[src/hdl/svt_pkg.sv]
package svt_pkg;

   localparam int CNT_W = 18;
   localparam int EXT_W = 7;
   localparam int CRD_W = 6;
   localparam int CSR_IDX_W = 2;

   localparam logic [CSR_IDX_W-1:0] CSR_EXTENT_X = 2'd0;
   localparam logic [CSR_IDX_W-1:0] CSR_EXTENT_Y = 2'd1;
   localparam logic [CSR_IDX_W-1:0] CSR_EXTENT_Z = 2'd2;

   localparam logic CMD_LOAD  = 1'b0;
   localparam logic CMD_QUERY = 1'b1;

   localparam logic [EXT_W-1:0] EXT_RESET = 7'd64;
   localparam logic [EXT_W-1:0] EXT_MIN   = 7'd2;

   typedef struct packed {
      logic             command;
      logic             occupied;
      logic [CRD_W-1:0] lo_x;
      logic [CRD_W-1:0] lo_y;
      logic [CRD_W-1:0] lo_z;
      logic [CRD_W-1:0] hi_x;
      logic [CRD_W-1:0] hi_y;
      logic [CRD_W-1:0] hi_z;
   } req_type;

   typedef struct packed {
      logic [CNT_W-1:0] box_count;
      logic             bad_query;
   } rsp_type;

   typedef struct packed {
      logic init;
      logic init_val;
      logic acc_en;
      logic subtract;
      logic zero;
   } alu_ctrl_type;

   typedef enum logic [2:0] {
      ST_IDLE,
      ST_READ,
      ST_DRAIN,
      ST_WRITE,
      ST_DONE
   } state_type;

endpackage

[src/hdl/svt_alu.sv]
module svt_alu import svt_pkg::*; (
   input  logic             clock,
   input  alu_ctrl_type     ctl,
   input  logic [CNT_W-1:0] rd_data,
   output logic [CNT_W-1:0] acc
);

   logic [CNT_W-1:0] acc_ff;
   logic [CNT_W-1:0] acc_in;
   logic [CNT_W-1:0] opnd;

   assign opnd = ctl.zero ? '0 : rd_data;

   always_comb begin
      acc_in = acc_ff;
      if (ctl.init) begin
         acc_in = {{(CNT_W-1){1'b0}}, ctl.init_val};
      end else if (ctl.acc_en) begin
         acc_in = ctl.subtract ? (acc_ff - opnd) : (acc_ff + opnd);
      end
   end

   always_ff @(posedge clock) begin
      acc_ff <= acc_in;
   end

   assign acc = acc_ff;

endmodule

[config.mk]
export PLATFORM = sky130hd
export DESIGN_NAME = svt_alu
export DESIGN_NICKNAME = d
export VERILOG_FILES = /design/src/hdl/svt_pkg.sv /design/src/hdl/svt_alu.sv
export SDC_FILE = /design/constraint.sdc
export NUM_CORES = 1
export LEC_CHECK = 0
export BUFFER_PORTS_ARGS = -buffer_cell sky130_fd_sc_hd__buf_2
export CORE_ASPECT_RATIO = 0.9
export CORE_MARGIN = 2
export CORE_UTILIZATION = 50
export DETAILED_ROUTE_END_ITERATION = 7
export PLACE_DENSITY_LB_ADDON = 0.1
export SKIP_LAST_GASP = 1
export SLEW_MARGIN = 25
export SYNTH_ARGS = -nofsm -noshare
export SYNTH_HDL_FRONTEND = slang
export SYNTH_SLANG_ARGS = --single-unit
[constraint.sdc]
create_clock -name clock -period 3.5 [get_ports clock]
set_clock_uncertainty 0.2 [all_clocks]
set_input_delay 0.175 -clock clock [delete_from_list [all_inputs] [get_ports clock]]
set_output_delay 0.175 -clock clock [all_outputs]
set_load 0.01 [all_outputs]
* Word level (Yosys, flattened, before mapping)
Index checks and enable logic that the tools add are counted.
** Word-level totals
- Flip-flop bits (word level) :: 18
** Operators by class
- Add/sub/neg operators :: 2
- Multiplexer cells :: 4
- Reductions and logical operators :: 1
** Operators with widths (count)
- $mux 18 :: 2
- $add 18x18->18 :: 1
- $sub 18x18->18 :: 1
- $mux 1 :: 2
- $reduce_bool 2->1 :: 1

* Logic depth before layout (Yosys ltp)
Gate-level depths: netlist of the first run.
- Word-level depth :: 5
- Depth in mapped cells :: 19
- Gate-level depth less buffers :: 17

* Worst setup path after synthesis of the first run
OpenSTA, ideal clock, no wires.
- Path kind :: input to register
- Start point :: input port ctl[0] in the netlist's numbering
- End point :: register acc_ff[17] (netlist: acc[17])
- Library setup time :: 0.121 ns
- Arrival time :: 3.463 ns
- Required time :: 3.179 ns
- Setup slack :: -0.283 ns
- Cell stages on the path :: 19
- Buffers on the path :: 2
- Cell sequence :: clkbuf_1 > inv_1 > clkbuf_1 > nand2_1 > ha_1 > o21a_1 > nor2b_1 > or2_2 > nand2_1 > o21ai_0 > a31o_2 > ha_1 > a2111oi_0 > a211oi_1 > o21ai_1 > a211oi_1 > nor2_1 > o21ai_0 > mux2_2
** On the way
- Cells in the longest elaborated chain, start to end :: 3
** RTL lines
- start: declaration :: RTL line svt_alu.sv:3 : input alu_ctrl_type ctl,
- $mux 18 * :: RTL line svt_alu.sv:12 : assign opnd = ctl.zero ? '0 : rd_data;
- $add 18x18->18 or $sub 18x18->18 (tied branches) :: RTL line svt_alu.sv:19 : acc_in = ctl.subtract ? (acc_ff - opnd) : (acc_ff + opnd);
- $mux 18 * :: RTL line svt_alu.sv:19
- end signal: assignment :: RTL line svt_alu.sv:24 : acc_ff <= acc_in;
- end: declaration :: RTL line svt_alu.sv:8 : logic [CNT_W-1:0] acc_ff;
Mark *: on every way between the ends. The rest lies on a longest branch, timed or not.
A chain may end at the register's enable or synchronous reset.

* Worst setup path in the final report of the first run
Same ends and word-level chain as after synthesis.

==> flow_summary.yaml, run 1 <==
status:
  status: "complete, no violations"
timing:
  relSlewSlack_pct: 46.7
  period_share_pct: 91.8
  hold_ws_ns: 0.0532
  fin_setup_tns_ns: 0
  fin_ws_ns: 0.287
  max_freq_mhz: 311
  worst_pin_slew_ns: 0.796
  slew_viol_final: 0
  period_needed_ns: 3.21
  finalHoldViolCount: 0
  rsz0062_at_grt: "no"
  setup_viol: 0
worst_hold_path:
  hold_depth: 2
  worstHoldPathType: "input pin to register"
  hp-start: "ctl[4]"
  hold_path_end: "acc[5]$_SDFFE_PP0P_"
die:
  die_x_um: 70.0
  placement_rows: 21
  start_util_pct: 52.5
  die_area_um2: 4440
  coreArea_um2: 3730
  ios: 42
  die_h_um: 63.4
logic_synthesis:
  async_flop_share_pct: 0
  synth.distinct_cells: 45
  synthTopCellsByArea: "dfxtp_1, ha_1, nor2_1, xnor2_1, a21o_1"
  ys_ff_latch: 18
  syn_nets: 304
  yosysTopAreaCell: "dfxtp_1"
  synth_edf_count: 1
  synth.top_cell.area_share_pct: 17.4
  syn_area_um2: 1960
  synth_cells: 261
  avgSynthCellArea_um2: 7.51
  ys.flop_type: "dfxtp_1"
  yosysWarnings: 0
  ys_seq_area_share_pct: 18.9
global_routing:
  grtUsageTotal_pct: 23.4
  grt_pass1_wl_um: 8470
  antenna_found_initial: 0
  grt_pass1_vias: 1840
  grt_remaining_overflow: 0
  grt_max_degree: 23
finish:
  n_antenna_cell: 0
  layout.cells.non_filler: 356
  final_util_pct: 63.2
  final_nets: 354
  area_growth_pct: 20.3
  drive_gt1_share_pct: 21.3
  final_common_cell: "buf_2"
  largest_reg_flops: 18
  final_area_um2: 2360
  final_cell_mix: "buf_2, nor2_1, ha_1, dfxtp_1"
placed_design:
  place_ws_ns: 0.0127
  io_buffers: 41
  gp_congestion: 0.968
  dp_cells: 351
  dp_hpwl_um: 4040
  place_area_um2: 2290
worst_setup_path:
  critPathKind: "input pin to register"
  reg2reg_setup_slack_ns: 0.57
  r2r_cells: 11
  r2r-end: "acc[14]$_SDFFE_PP0P_"
  cp-end-kind: "register"
  crit_required_ns: 3.46
  crit_path_max_fanout: 6
  crit_start: "ctl[0]"
  rr_startpoint: "acc[0]$_DFFE_PP_"
  start_kind: "input pin"
  critPathArrivalTime_ns: 3.17
clocking:
  clk_pin_slew_ns: 0.08
  cts_buffers: 3
  cts_num_sinks: 18
  htreeDepth: 1
  clk_path_buf_depth: 2
  insertion_delay_ns: 0.26
  cts_tree: "built"
  cts-root-buf: "clkbuf_8"
routing:
  wl_um: 5060
  vias: 2085
  drc: 0
  wl_per_cell_um: 14.2
  ant_nets: 0
  drtPass1Iterations: 4
  drt-vias-per-instance: 5.86
  drt_iter0_markers: 154
flow_run:
  max-cap-violations: 0
power_and_ir_drop:
  power_density_nw_per_um2: 592
  leakagePower_nw: 1.17
  peakVddDrop_uv: 223
  total_power_mw: 1.40
==> synth_stat cells (2+ instances only) <==
| cell | count |
|---|---|
| o21ai_0 | 13 |
| nor4_1 | 2 |
| a22o_1 | 7 |
| ha_1 | 18 |
| clkbuf_1 | 9 |
| a41oi_1 | 2 |
| o21ai_1 | 2 |
| inv_1 | 13 |
| nor2_1 | 36 |
| nand3_1 | 7 |
| mux2i_1 | 6 |
| a31oi_1 | 5 |
| o21a_1 | 3 |
| a221o_1 | 2 |
| a21oi_1 | 15 |
| xor2_1 | 8 |
| a21o_1 | 13 |
| dfxtp_1 | 17 |
| nand2_1 | 15 |
| nor2b_1 | 12 |
| or3_1 | 3 |
| nor3_1 | 8 |
| or2_2 | 2 |
| o211ai_1 | 5 |
| xnor2_1 | 12 |
| a211oi_1 | 5 |
| a311o_1 | 2 |
| a2111oi_0 | 2 |
==> power breakdown <==
group          switching (mW)  internal [mW]  total (mW)
Sequential             0.0497          0.269       0.319
Combinational           0.484          0.433       0.917
Clock                  0.0793         0.0812       0.160
Total                   0.613          0.783        1.40
==> cell type report <==
class	instances	area, µm²
repair buffers	55	313
clock buffers	4	45.0
fillers	363	1370
multi-input cells	220	1520
well taps	46	57.6
inverters	13	48.8
flip-flops and latches	18	370
==> repair_timing <==
item / in CTS / in global routing
resized for setup: 0 / 2
endpoints found under the setup margin: 0 / 3
hold buffers: 1 / 0
buffers inserted: 0 / 0
endpoints found under the hold margin: 1 / 0
==> cell families (layout without fill, tap and decap cells) <==
family                     count (synthesis)  after routing  synth area share (%)
and+or+nand+nor                           92             92                  22.4
AOI/OAI and AO/OA                         82             82                  29.2
buffers and inverters                     23             72                  4.41
xor gates and xnor gates                  20             20                  8.94
adders and majority gates                 19             19                  12.5
DFF                                       18             18                  18.9
muxes                                      7              7                  3.64
==> worst max-delay path by stage <==
stage / end / slack, ns / cells after the start
CTS: acc[17]$_SDFFE_PP0P_ / 0.27 / 18
floorplan: acc[17]$_SDFFE_PP0P_ / 0.02 / 19
finish: acc[17]$_SDFFE_PP0P_ / 0.29 / 18
global route: acc[16]$_SDFFE_PP0P_ / 0.02 / 14
detailed placement: acc[17]$_SDFFE_PP0P_ / 0.01 / 18
global placement: acc[13]$_SDFFE_PP0P_ / 0.07 / 18
==> per-layer routing <==
| metal | wire, µm | track usage, % |
|---|---|---|
| met1 | 2560 | 35.8 |
| met2 | 2080 | 34.5 |
| met3 | 340 | 2.40 |
| met4 | 77 | 6.25 |
| met5 | 0 | 0 |
==> critical path, stage by stage <==
cell	delay, ns
buf_2	0.11
inv_2	0.08
nand2_1	0.08
ha_1	0.21
o21a_1	0.15
nor2b_1	0.15
or2_2	0.29
nand2_1	0.09
o21ai_0	0.08
a31o_2	0.24
ha_4	0.28
a2111oi_1	0.05
a211oi_1	0.21
o21ai_1	0.12
a211oi_1	0.26
nor2_1	0.08
o21ai_1	0.17
mux2_2	0.35
No activity file was read; power rests on OpenSTA's default activity.
==> inputs of run 2 (changes only) <==
--- a/config.mk
+++ b/config.mk
@@ -8,7 +8,8 @@
 export BUFFER_PORTS_ARGS = -buffer_cell sky130_fd_sc_hd__buf_2
 export CORE_ASPECT_RATIO = 0.9
 export CORE_MARGIN = 2
-export CORE_UTILIZATION = 50
+export CORE_UTILIZATION = 51
+export CTS_BUF_LIST = sky130_fd_sc_hd__clkbuf_4 sky130_fd_sc_hd__clkbuf_8
 export DETAILED_ROUTE_END_ITERATION = 7
 export PLACE_DENSITY_LB_ADDON = 0.1
 export SKIP_LAST_GASP = 1
==> flow_summary.yaml, run 2 (synthesized netlist as in run 1, its figures left out) <==
clocking:
  cts_tree: "built"
  cts-root-buf: "clkbuf_8"
  post-cts-setup-buffers: 0
  clk_path_buf_depth: 2
  htreeDepth: 1
  clk_pin_slew_ns: 0.07
  insertion_delay_ns: 0.25
  cts_buffers: 3
  cts_num_sinks: 18
global_routing:
  grt_max_degree: 23
  grt_pass1_vias: 1813
  grtUsageTotal_pct: 22.9
  grt_remaining_overflow: 0
  grt_pass1_wl_um: 8250
  antenna_found_initial: 0
power_and_ir_drop:
  cell_internal_pwr_mw: 0.791
  power.switching_mw: 0.602
  power_frac_comb_pct: 65.5
  power_density_nw_per_um2: 593
  total_power_mw: 1.39
  leakagePower_nw: 1.17
  peakVddDrop_uv: 220
  p_seq_share_pct: 23.0
  swShare_pct: 43.2
  clock_power_share_pct: 11.5
finish:
  drive_gt1_share_pct: 21.0
  final_nets: 353
  n_antenna_cell: 0
  final_common_cell: "buf_2"
  largest_reg_flops: 18
  final_cell_mix: "buf_2, nor2_1, ha_1, dfxtp_1"
  fill_cells: 359
  final_util_pct: 63.4
  area_growth_pct: 19.8
timing:
  finalHoldViolCount: 0
  rsz0062_at_grt: "no"
  max_freq_mhz: 314
  period_needed_ns: 3.19
  setup_viol: 0
  hold_ws_ns: 0.0546
  relSlewSlack_pct: 45.8
  period_share_pct: 91.0
  worst_pin_slew_ns: 0.810
  fin_setup_tns_ns: 0
  slew_viol_final: 0
die:
  placement_rows: 21
  die_x_um: 69.3
  die_area_um2: 4350
  ios: 42
  coreArea_um2: 3700
  start_util_pct: 52.9
  die_h_um: 62.8
status:
  status: "complete, no violations"
placed_design:
  gp_congestion: 0.980
  dp_hpwl_um: 3940
  io_buffers: 41
worst_setup_path:
  critPathArrivalTime_ns: 3.13
  reg2reg_setup_slack_ns: 0.64
  crit_required_ns: 3.44
  start_kind: "input pin"
  cp-end-kind: "register"
  critPathKind: "input pin to register"
  crit_path_max_fanout: 6
routing:
  wl_per_cell_um: 13.7
  vias: 2003
  drc: 0
  wl_um: 4870
  drt_iter0_markers: 136
  ant_nets: 0
  drt-vias-per-instance: 5.64
  drtPass1Iterations: 4
flow_run:
  max-cap-violations: 0
worst_hold_path:
  worstHoldPathType: "input pin to register"
[run 2: cell types whose count changed in the layout (fill, tap and decap cells not counted)]
cell	change
buf_4	-1
clkbuf_1	-1
clkbuf_4	+1
nor4_1	+1
nor4_2	-1
[run 2: power by group through the flow]
stage / Sequential (mW) / Combinational, mW / Clock (mW)
after global routing: 0.332 / 1.01 / 0.178
after global placement: 0.323 / 0.885 / 0
after CTS: 0.322 / 0.901 / 0.166
final: 0.320 / 0.911 / 0.161
after detailed placement: 0.327 / 0.896 / 0
after floorplan: 0.346 / 0.628 / 0
[run 2: per-layer routing]
metal / up-vias / track usage [%] / routed length, µm
met5: - / 0 / 0
met4: 0 / 5.64 / 38
met3: 4 / 2.10 / 229
met2: 50 / 34.6 / 1980
met1: 897 / 34.7 / 2620
li1: 1052 / - / -
[run 2: area by class of cell]
cell class | instances | area (µm²) | share of cell area, %
clock buffers | 4 | 48.8 | 2.08
inverters | 13 | 48.8 | 2.08
multi-input cells | 220 | 1520 | 64.6
flip-flops and latches | 18 | 370 | 15.8
well taps | 46 | 57.6 | 2.45
repair buffers | 54 | 305 | 13.0
[run 2: worst paths after layout]
path / from / to / depth (start not counted)
max: ctl[0] / acc[17]$_SDFFE_PP0P_ / 18
min: ctl[4] / acc[5]$_SDFFE_PP0P_ / 2
max reg2reg: acc[0]$_DFFE_PP_ / acc[16]$_SDFFE_PP0P_ / 11
min reg2reg: acc[15]$_SDFFE_PP0P_ / acc[15]$_SDFFE_PP0P_ / 2
[run 2: metrics by stage]
stage	instance area (µm²)	setup WS [ns]	instances
3_5_place_dp	2290	0.0561	350
5_1_grt	2350	0.0459	355
2_1_floorplan	1980	0.0204	261
4_1_cts	2350	0.307	355
6_report	2350	0.313	355
3_3_place_gp	2290	0.0745	350
[run 2: worst max-delay path: stages]
cell,delay (ns)
buf_2,0.11
inv_2,0.09
nand2_1,0.08
ha_1,0.21
o21a_1,0.14
nor2b_1,0.14
or2_2,0.29
nand2_1,0.09
o21ai_0,0.08
a31o_2,0.24
ha_4,0.29
a2111oi_1,0.05
a211oi_1,0.22
o21ai_1,0.11
a211oi_1,0.26
nor2_1,0.08
o21ai_1,0.14
mux2_2,0.34
[run 2: timing repair]
item,in CTS,in global routing
endpoints found under the hold margin,1,0
endpoints found under the setup margin,0,1
resized for setup,0,1
hold buffers,1,0
