## src/hdl/svt_pkg.sv

```systemverilog
package svt_pkg;

   localparam int CNT_W = 18;
   localparam int EXT_W = 7;
   localparam int CRD_W = 6;
   localparam int CSR_IDX_W = 2;

   localparam logic [CSR_IDX_W-1:0] CSR_EXTENT_X = 2'd0;
   localparam logic [CSR_IDX_W-1:0] CSR_EXTENT_Y = 2'd1;
   localparam logic [CSR_IDX_W-1:0] CSR_EXTENT_Z = 2'd2;

   localparam logic CMD_LOAD  = 1'b0;
   localparam logic CMD_QUERY = 1'b1;

   localparam logic [EXT_W-1:0] EXT_RESET = 7'd64;
   localparam logic [EXT_W-1:0] EXT_MIN   = 7'd2;

   typedef struct packed {
      logic             command;
      logic             occupied;
      logic [CRD_W-1:0] lo_x;
      logic [CRD_W-1:0] lo_y;
      logic [CRD_W-1:0] lo_z;
      logic [CRD_W-1:0] hi_x;
      logic [CRD_W-1:0] hi_y;
      logic [CRD_W-1:0] hi_z;
   } req_type;

   typedef struct packed {
      logic [CNT_W-1:0] box_count;
      logic             bad_query;
   } rsp_type;

   typedef struct packed {
      logic init;
      logic init_val;
      logic acc_en;
      logic subtract;
      logic zero;
   } alu_ctrl_type;

   typedef enum logic [2:0] {
      ST_IDLE,
      ST_READ,
      ST_DRAIN,
      ST_WRITE,
      ST_DONE
   } state_type;

endpackage

```

## src/hdl/svt_ctrl.sv

```systemverilog
module svt_ctrl import svt_pkg::*; #(
   parameter int PW = 6
) (
   input  logic               clock,
   input  logic               reset,
   input  logic               req_valid,
   input  req_type            req_data,
   output logic               req_stall,
   input  logic [EXT_W-1:0]   ext_x,
   input  logic [EXT_W-1:0]   ext_y,
   input  logic [EXT_W-1:0]   ext_z,
   input  logic               rsp_free,
   output logic [3*PW-1:0]    mem_rd_addr,
   output logic               mem_wr_en,
   output logic [3*PW-1:0]    mem_wr_addr,
   output alu_ctrl_type       alu_ctl,
   output logic               rsp_load,
   output logic               rsp_bad
);

   localparam int CW = ((PW > EXT_W) ? PW : EXT_W) + 1;

   state_type       state_ff, state_in;
   logic [2:0]      k_ff, k_in;
   logic            load_ff, load_in;
   logic            bad_ff, bad_in;
   logic [PW-1:0]   a_x_ff, a_y_ff, a_z_ff, a_x_in, a_y_in, a_z_in;
   logic [PW-1:0]   b_x_ff, b_y_ff, b_z_ff, b_x_in, b_y_in, b_z_in;
   logic [PW-1:0]   pos_x_ff, pos_y_ff, pos_z_ff, pos_x_in, pos_y_in, pos_z_in;
   logic            rd_en_ff, rd_en_in;
   logic            rd_sub_ff, rd_sub_in;
   logic            rd_zero_ff, rd_zero_in;

   logic            accept;
   logic            is_load;
   logic            pos_zero;
   logic            bad_q;
   logic            x_wrap, y_wrap, z_wrap;
   logic [PW-1:0]   c_x, c_y, c_z;

   assign accept   = req_valid && (state_ff == ST_IDLE);
   assign is_load  = (req_data.command == CMD_LOAD);
   assign pos_zero = (pos_x_ff == '0) || (pos_y_ff == '0) || (pos_z_ff == '0);

   assign bad_q = (req_data.lo_x > req_data.hi_x) || (req_data.lo_y > req_data.hi_y) ||
                  (req_data.lo_z > req_data.hi_z) ||
                  ({1'b0, req_data.hi_x} >= ext_x) || ({1'b0, req_data.hi_y} >= ext_y) ||
                  ({1'b0, req_data.hi_z} >= ext_z);

   assign x_wrap = (CW'(pos_x_ff) + CW'(1)) >= CW'(ext_x);
   assign y_wrap = (CW'(pos_y_ff) + CW'(1)) >= CW'(ext_y);
   assign z_wrap = (CW'(pos_z_ff) + CW'(1)) >= CW'(ext_z);

   // corner select: bit 2 x, bit 1 y, bit 0 z; set bit picks the low/minus-one side
   assign c_x = k_ff[2] ? b_x_ff : a_x_ff;
   assign c_y = k_ff[1] ? b_y_ff : a_y_ff;
   assign c_z = k_ff[0] ? b_z_ff : a_z_ff;

   always_comb begin
      state_in = state_ff;
      case (state_ff)
         ST_IDLE: begin
            if (accept) begin
               if (is_load) begin
                  state_in = pos_zero ? ST_IDLE : ST_READ;
               end else begin
                  state_in = bad_q ? ST_DONE : ST_READ;
               end
            end
         end
         ST_READ: begin
            if (k_ff == 3'd7) begin
               state_in = ST_DRAIN;
            end
         end
         ST_DRAIN: begin
            state_in = load_ff ? ST_WRITE : ST_DONE;
         end
         ST_WRITE: begin
            state_in = ST_IDLE;
         end
         ST_DONE: begin
            if (rsp_free) begin
               state_in = ST_IDLE;
            end
         end
         default: begin
            state_in = ST_IDLE;
         end
      endcase
   end

   always_comb begin
      req_stall        = (state_ff != ST_IDLE);
      mem_rd_addr      = {c_z, c_y, c_x};
      mem_wr_en        = (state_ff == ST_WRITE);
      mem_wr_addr      = {a_z_ff, a_y_ff, a_x_ff};
      alu_ctl.init     = accept;
      alu_ctl.init_val = req_data.occupied && is_load;
      alu_ctl.acc_en   = rd_en_ff;
      alu_ctl.subtract = rd_sub_ff;
      alu_ctl.zero     = rd_zero_ff;
      rsp_load         = (state_ff == ST_DONE) && rsp_free;
      rsp_bad          = bad_ff;
   end

   always_comb begin
      k_in       = k_ff;
      load_in    = load_ff;
      bad_in     = bad_ff;
      a_x_in     = a_x_ff;
      a_y_in     = a_y_ff;
      a_z_in     = a_z_ff;
      b_x_in     = b_x_ff;
      b_y_in     = b_y_ff;
      b_z_in     = b_z_ff;
      pos_x_in   = pos_x_ff;
      pos_y_in   = pos_y_ff;
      pos_z_in   = pos_z_ff;
      rd_en_in   = 1'b0;
      rd_sub_in  = ^k_ff ^ load_ff;
      rd_zero_in = (c_x == '0) || (c_y == '0) || (c_z == '0);
      if (accept) begin
         load_in = is_load;
         bad_in  = !is_load && bad_q;
         if (is_load) begin
            k_in   = 3'd1;
            a_x_in = pos_x_ff;
            a_y_in = pos_y_ff;
            a_z_in = pos_z_ff;
            b_x_in = pos_x_ff - PW'(1);
            b_y_in = pos_y_ff - PW'(1);
            b_z_in = pos_z_ff - PW'(1);
            if (x_wrap) begin
               pos_x_in = '0;
               if (y_wrap) begin
                  pos_y_in = '0;
                  pos_z_in = z_wrap ? '0 : (pos_z_ff + PW'(1));
               end else begin
                  pos_y_in = pos_y_ff + PW'(1);
               end
            end else begin
               pos_x_in = pos_x_ff + PW'(1);
            end
         end else begin
            k_in   = 3'd0;
            a_x_in = PW'(req_data.hi_x);
            a_y_in = PW'(req_data.hi_y);
            a_z_in = PW'(req_data.hi_z);
            b_x_in = PW'(req_data.lo_x);
            b_y_in = PW'(req_data.lo_y);
            b_z_in = PW'(req_data.lo_z);
         end
      end
      if (state_ff == ST_READ) begin
         rd_en_in = 1'b1;
         k_in     = k_ff + 3'd1;
      end
   end

   always_ff @(posedge clock) begin
      if (reset) begin
         state_ff <= ST_IDLE;
         pos_x_ff <= '0;
         pos_y_ff <= '0;
         pos_z_ff <= '0;
         rd_en_ff <= 1'b0;
      end else begin
         state_ff <= state_in;
         pos_x_ff <= pos_x_in;
         pos_y_ff <= pos_y_in;
         pos_z_ff <= pos_z_in;
         rd_en_ff <= rd_en_in;
      end
   end

   always_ff @(posedge clock) begin
      k_ff       <= k_in;
      load_ff    <= load_in;
      bad_ff     <= bad_in;
      a_x_ff     <= a_x_in;
      a_y_ff     <= a_y_in;
      a_z_ff     <= a_z_in;
      b_x_ff     <= b_x_in;
      b_y_ff     <= b_y_in;
      b_z_ff     <= b_z_in;
      rd_sub_ff  <= rd_sub_in;
      rd_zero_ff <= rd_zero_in;
   end

endmodule

```

## config.mk

```make
export PLATFORM = sky130hd
export DESIGN_NAME = svt_ctrl
export DESIGN_NICKNAME = d
export VERILOG_FILES = /design/src/hdl/svt_pkg.sv /design/src/hdl/svt_ctrl.sv
export SDC_FILE = /design/constraint.sdc
export NUM_CORES = 1
export LEC_CHECK = 0
export CELL_PAD_IN_SITES_DETAIL_PLACEMENT = 0
export CELL_PAD_IN_SITES_GLOBAL_PLACEMENT = 1
export CORE_UTILIZATION = 45
export DETAILED_ROUTE_END_ITERATION = 7
export DONT_BUFFER_PORTS = 1
export PLACE_DENSITY_LB_ADDON = 0.1
export SYNTH_ARGS = -nofsm -noshare
export SYNTH_HDL_FRONTEND = slang
export SYNTH_SLANG_ARGS = --single-unit
```

## constraint.sdc

```tcl
create_clock -name clock -period 4.8 [get_ports clock]
set_input_delay 0.48 -clock clock [delete_from_list [all_inputs] [get_ports clock]]
set_output_delay 0.48 -clock clock [all_outputs]
set_load 0.03 [all_outputs]
```

## After elaboration in Yosys (flattened, before gate mapping)

Index checks and enable logic that the tools add are counted.

- $add $sub $neg: 10
- Order comparisons: 9
- Equal/unequal tests: 8
- Mux-type cells: 24
- Bitwise logic cells: 2
- Reduce and logical (&&, ||, !) cells: 27

Operator list:

| operator | number |
|---|---|
| 6-bit two-way mux | 12 |
| 6-bit logical NOT | 6 |
| 3-bit two-way mux | 8 |
| 6-bit by 1-bit adder with 7-bit output, second input constant | 3 |
| 6-bit by 7-bit greater-or-equal comparator with 1-bit output | 3 |
| 7-bit greater-or-equal comparator | 3 |
| 6-bit by 1-bit adder with 6-bit output, second input constant | 3 |
| 6-bit > comparator | 3 |
| 6-bit by 1-bit subtractor with 6-bit output, second input constant | 3 |
| 3-bit case mux with 4 select lines | 1 |
| 1-bit logical OR | 9 |
| 3-bit by 2-bit equality test with 1-bit output, second input constant | 2 |
| 3-bit equality test, second input constant | 2 |
| 2-bit != test, second input constant | 3 |
| 3-bit AND reduction | 2 |
| 1-bit logical AND | 4 |
| 4-bit AND reduction | 1 |
| 3-bit by 1-bit adder with 3-bit output, second input constant | 1 |
| 3-bit by 1-bit equality test with 1-bit output, second input constant | 1 |
| 3-bit logical NOT | 1 |
| 1-bit two-way mux | 3 |
| 3-bit nonzero test | 1 |
| 3-bit parity | 1 |
| 2-bit AND reduction | 1 |
| 3 further kinds | 3 |

- Register bits after elaboration: 65
- Input bits: 63
- Output and inout bits: 45
- Word-level logic and storage cells: 96

## Longest topological paths before layout

- Depth in word-level cells: 10
- Depth in mapped cells: 11
- Gate-level depth less buffers: 11

## Worst setup path after synthesis

Ideal clock, no wire load.

- Path type: register -> register
- Start: register pos_x_ff[2]
- End: register pos_z_ff[3]
- Data arrival time: 2.313 ns
- Required time: 4.683 ns
- Path slack: 2.369 ns
- Stages on the path, launching flop included: 12
- Buffers on the path: 1
- Period minus slack after synthesis: 2.431 ns
- Cell sequence: dfxtp_1 -> buf_2 -> and3_1 -> nand3_1 -> xnor2_1 -> ha_1 -> o2111ai_1 -> a21oi_1 -> o221a_4 -> and2_1 -> o21ai_0 -> a32o_1

- Cells in the longest elaborated chain, start to end: 3

Ends and longest elaborated chain:

| what | RTL line | text |
|---|---|---|
| start, declared | svt_ctrl.sv:29 | `logic [PW-1:0] pos_x_ff, pos_y_ff, pos_z_ff, pos_x_in, pos_y_in, pos_z_in;` |
| start signal, assigned | svt_ctrl.sv:170 | `pos_x_ff <= pos_x_in;` |
| 6-bit by 1-bit adder with 7-bit output | svt_ctrl.sv:50 | `assign x_wrap = (CW'(pos_x_ff) + CW'(1)) >= CW'(ext_x);` |
| 7-bit greater-or-equal comparator | svt_ctrl.sv:50 |  |
| 4-bit AND reduction (no line) | - |  |
| end signal, assigned | svt_ctrl.sv:172 | `pos_z_ff <= pos_z_in;` |
| end, declared | svt_ctrl.sv:29 |  |

Every way passes these cells.
A chain may end at the register's enable or synchronous reset.

## Worst setup path in the final report

- Start: register pos_y_ff[0]
- End: register pos_z_ff[4]

- Cells in the longest elaborated chain, start to end: 3

Ends and longest elaborated chain:

| what | RTL line | text |
|---|---|---|
| start, declared | svt_ctrl.sv:29 |  |
| start signal, assigned | svt_ctrl.sv:171 | `pos_y_ff <= pos_y_in;` |
| 6-bit by 1-bit adder with 7-bit output | svt_ctrl.sv:51 | `assign y_wrap = (CW'(pos_y_ff) + CW'(1)) >= CW'(ext_y);` |
| 7-bit greater-or-equal comparator | svt_ctrl.sv:51 |  |
| 4-bit AND reduction (no line) | - |  |

Every way passes these cells.

==> key figures <==
CTS
  • CTS Sinks: 65
  • Cts hold-fix bufs: 0
  • CTS Root Cell: clkbuf_8
  • H-tree level count: 3
  • CTS tree: yes
  • Post_cts resized: 0
  • Setup repair bufs after CTS: 0
  • Clock Latency Late Sink: 0.35 ns
  • Clock Path Buffers: 2
  • CTS buffer count: 9
  • Clock slew at reported path FFs: 0.07 ns

Power
  • Sequential power share: 52.2%
  • Pleak: 2.24 nW
  • Clock share of power: 31.5%
  • Power Density: 259 nW/um^2
  • Pint: 0.000915 W
  • IR Drop Worst-Case VDD: 210 uV
  • Sw Ratio: 30.8%
  • Comb power frac: 16.3%
  • Sw Pwr: 0.000408 W

Setup path
  • Crit path arrival time: 3.17 ns
  • R2r startpoint: pos_y_ff[0]
  • Startpoint Class: flop
  • CP endpoint kind: flop
  • WS Path Type: flop to flop
  • Reg2Reg Setup Slack: 1.87 ns
  • CP Max Fanout: 9
  • Critical path required time: 5.04 ns
  • RR Endpoint: pos_z_ff[4]
  • Worst-case reg-to-reg path depth: 10

GRT
  • Vias in the first global route: 3632
  • Initial antenna violation count: 0
  • Grt total ovfl: 0
  • GR Util All Layers: 22.6%
  • Largest net degree at the start of global routing: 70
  • First-pass GRT wire length: 19400 um

Timing
  • Slew Limit Fails: 0
  • Least-Margin Pin Slew: 1.02 ns
  • Post-route setup TNS: 0 ns
  • Worst clock skew: 0.00852 ns
  • Worst rel slew slack: 31.8%
  • Post-route minimum period: 2.93 ns
  • Final period util: 61.1%
  • Final setup violation count: 0
  • Final Hold Fails: 0
  • Fmax: 341 MHz
  • Unrepaired setup endpoints after global routing: no

Synthesis
  • Top_reg_cell synth: edfxtp_1
  • Synth Area in Adders: 17.4%
  • Synthesized area: 4890 sq um
  • Syn_nets: 662
  • Biggest area consumer among synthesized cells: edfxtp_1
  • Synth Area in Compound Gates: 12.1%
  • Syn avg cell area: 9.21 sq um
  • Seq/Total Area, Yosys: 35.0%
  • Synth area leaders: edfxtp_1 (25%), ha_1 (17%), dfxtp_1 (9.8%), mux2_2 (6.9%), inv_1 (4.0%)
  • Synth cell types: 46
  • Flops & latches, synth: 65
  • Most frequent cell after synthesis: ha_1
  • Post-synthesis mux area share: 7.52%
  • Largest family of logic cells by synthesized area: adder cells
  • Post-synth EDFFs: 41
  • Asr flop ratio synth: 0%
  • Most frequent cells after synthesis: ha_1 (68), inv_1 (52), nand2_1 (49)
  • Synth top area share: 25.2%
  • Mapped Cells: 531
  • Xor/xnor share of the synthesized area: 5.37%
  • Warning count from the yosys run: 0
  • Simple-Gate Fraction of Synth Area: 16.0%

Routing
  • ANT nets after route: 0
  • DRT Pass-1 Iters: 6
  • Via count: 3672
  • WL/cell: 18.2 um
  • Iter 0 DRT Violations: 155
  • Drt drc: 0
  • Number of vias per cell: 5.61
  • Total Wirelength: 11900 um

Cells and area
  • Syn-to-layout area delta: 4.43%
  • Diode count: 0
  • Finished Cell Area: 5110 sq um
  • Share of cells above drive strength 1: 9.27%
  • Net count, final: 644

Run status
  • Outcome: finished, final reports clean

Floorplan
  • Initial Utilization: 47.0%
  • Num rows: 37
  • Die height: 106 um
  • Die Width: 106 um
  • Overall die area: 11300 sq um
  • Core area: 10400 sq um
  • Io pins: 108

Min path
  • Hold/Removal Path Class: input port to flop
  • Hold Path End: state_ff[1]
  • Worst hold stages: 1
  • Hold path startpoint: reset

Flow run
  • Max_cap viols: 0

Placement
  • Port bufs: 0
  • Gpl congestion: 0.830
  • Placement Cell Area: 4930 sq um
  • HPWL after DPL: 9440 um
## kinds of logic after synthesis
logic type | Yosys count
and+or+nand+nor | 157
AOI/OAI and AO/OA | 97
DFF | 65
adders and majority gates | 68
buffers and inverters | 81
xor gates and xnor gates | 30
muxes | 33
## worst max-delay path by stage
stage / from / slack [ns] / end
final: pos_y_ff[0] / 1.87 / pos_z_ff[4]
after global routing: pos_y_ff[0] / 1.59 / pos_z_ff[4]
after CTS: pos_y_ff[0] / 1.90 / pos_z_ff[4]
after global placement: pos_y_ff[0] / 1.96 / pos_z_ff[3]
after detailed placement: pos_y_ff[0] / 1.92 / pos_z_ff[4]
after floorplan: pos_x_ff[2] / 2.37 / pos_z_ff[3]
## flip-flops by register name, summed over array words and instances (netlist names)
name / cells
rd_sub_ff: 1
k_ff: 3
load_ff: 1
rsp_bad: 1
a_y_ff: 6
b_x_ff: 6
state_ff: 3
pos_z_ff: 6
rd_en_ff: 1
b_z_ff: 6
rd_zero_ff: 1
a_z_ff: 6
pos_x_ff: 6
a_x_ff: 6
b_y_ff: 6
pos_y_ff: 6
## stage by stage
stage / instances / hold slack (ns) / setup WS [ns] / utilization [%] / total power, W
5_1_grt: 654 / 0.174 / 1.59 / 49.0 / 0.00139
2_1_floorplan: 531 / 0.478 / 2.37 / - / 0.000886
3_5_place_dp: 638 / 0.540 / 1.92 / 47.4 / 0.000922
3_3_place_gp: 638 / 0.541 / 1.96 / 47.4 / 0.000918
4_1_cts: 654 / 0.188 / 1.90 / 49.0 / 0.00134
6_report: 654 / 0.195 / 1.87 / 49.0 / 0.00132
## routing by layer
layer,part of all wire (%),global-route usage [%]
met1,45,29.4
met2,47,37.3
met3,6.4,5.52
met4,1.2,5.95
met5,0,0
## area by class of cell
type	count	area, sq um
fill	1023	5310
clock inverter	5	31.3
inverter	52	195
sequential	65	1710
clock buffer	11	141
tap	136	170
multi-input combinational	385	2860
## cell usage in the layout, fill, tap and decap left out, types with 3 or more instances in the layout
cell type	count
clkbuf_8	10
mux2_2	30
nand3_1	12
ha_1	68
and2_1	3
a21oi_1	29
nor3b_1	4
mux2i_1	3
or3_1	7
o21ai_0	38
nand2_1	49
inv_1	51
xor2_1	12
nor2_1	27
xnor2_1	18
nand2b_1	6
edfxtp_1	41
a21o_1	7
nor4_1	5
dfxtp_1	24
o2111ai_1	3
nand3b_1	6
nor2b_1	7
nor3_1	18
and3_1	5
nand4_1	4
## power by group through the flow
stage	Clock, W	Sequential [W]	Combinational, W
finish	0.000417	0.000691	0.000216
global route	0.000450	0.000695	0.000243
CTS	0.000427	0.000691	0.000219
detailed placement	0	0.000704	0.000218
global placement	0	0.000703	0.000215
floorplan	0	0.000683	0.000203
## critical path, cell delays in order, from the launching register on
cell	delay (ns)
dfxtp_1	0.53
inv_1	0.14
ha_1	0.37
ha_1	0.29
nand2_1	0.04
o21ai_0	0.18
a31oi_1	0.11
o21ai_1	0.47
and2_1	0.28
o21ai_0	0.12
a32o_1	0.29
Note: power is estimated with default switching activity, not from simulation.
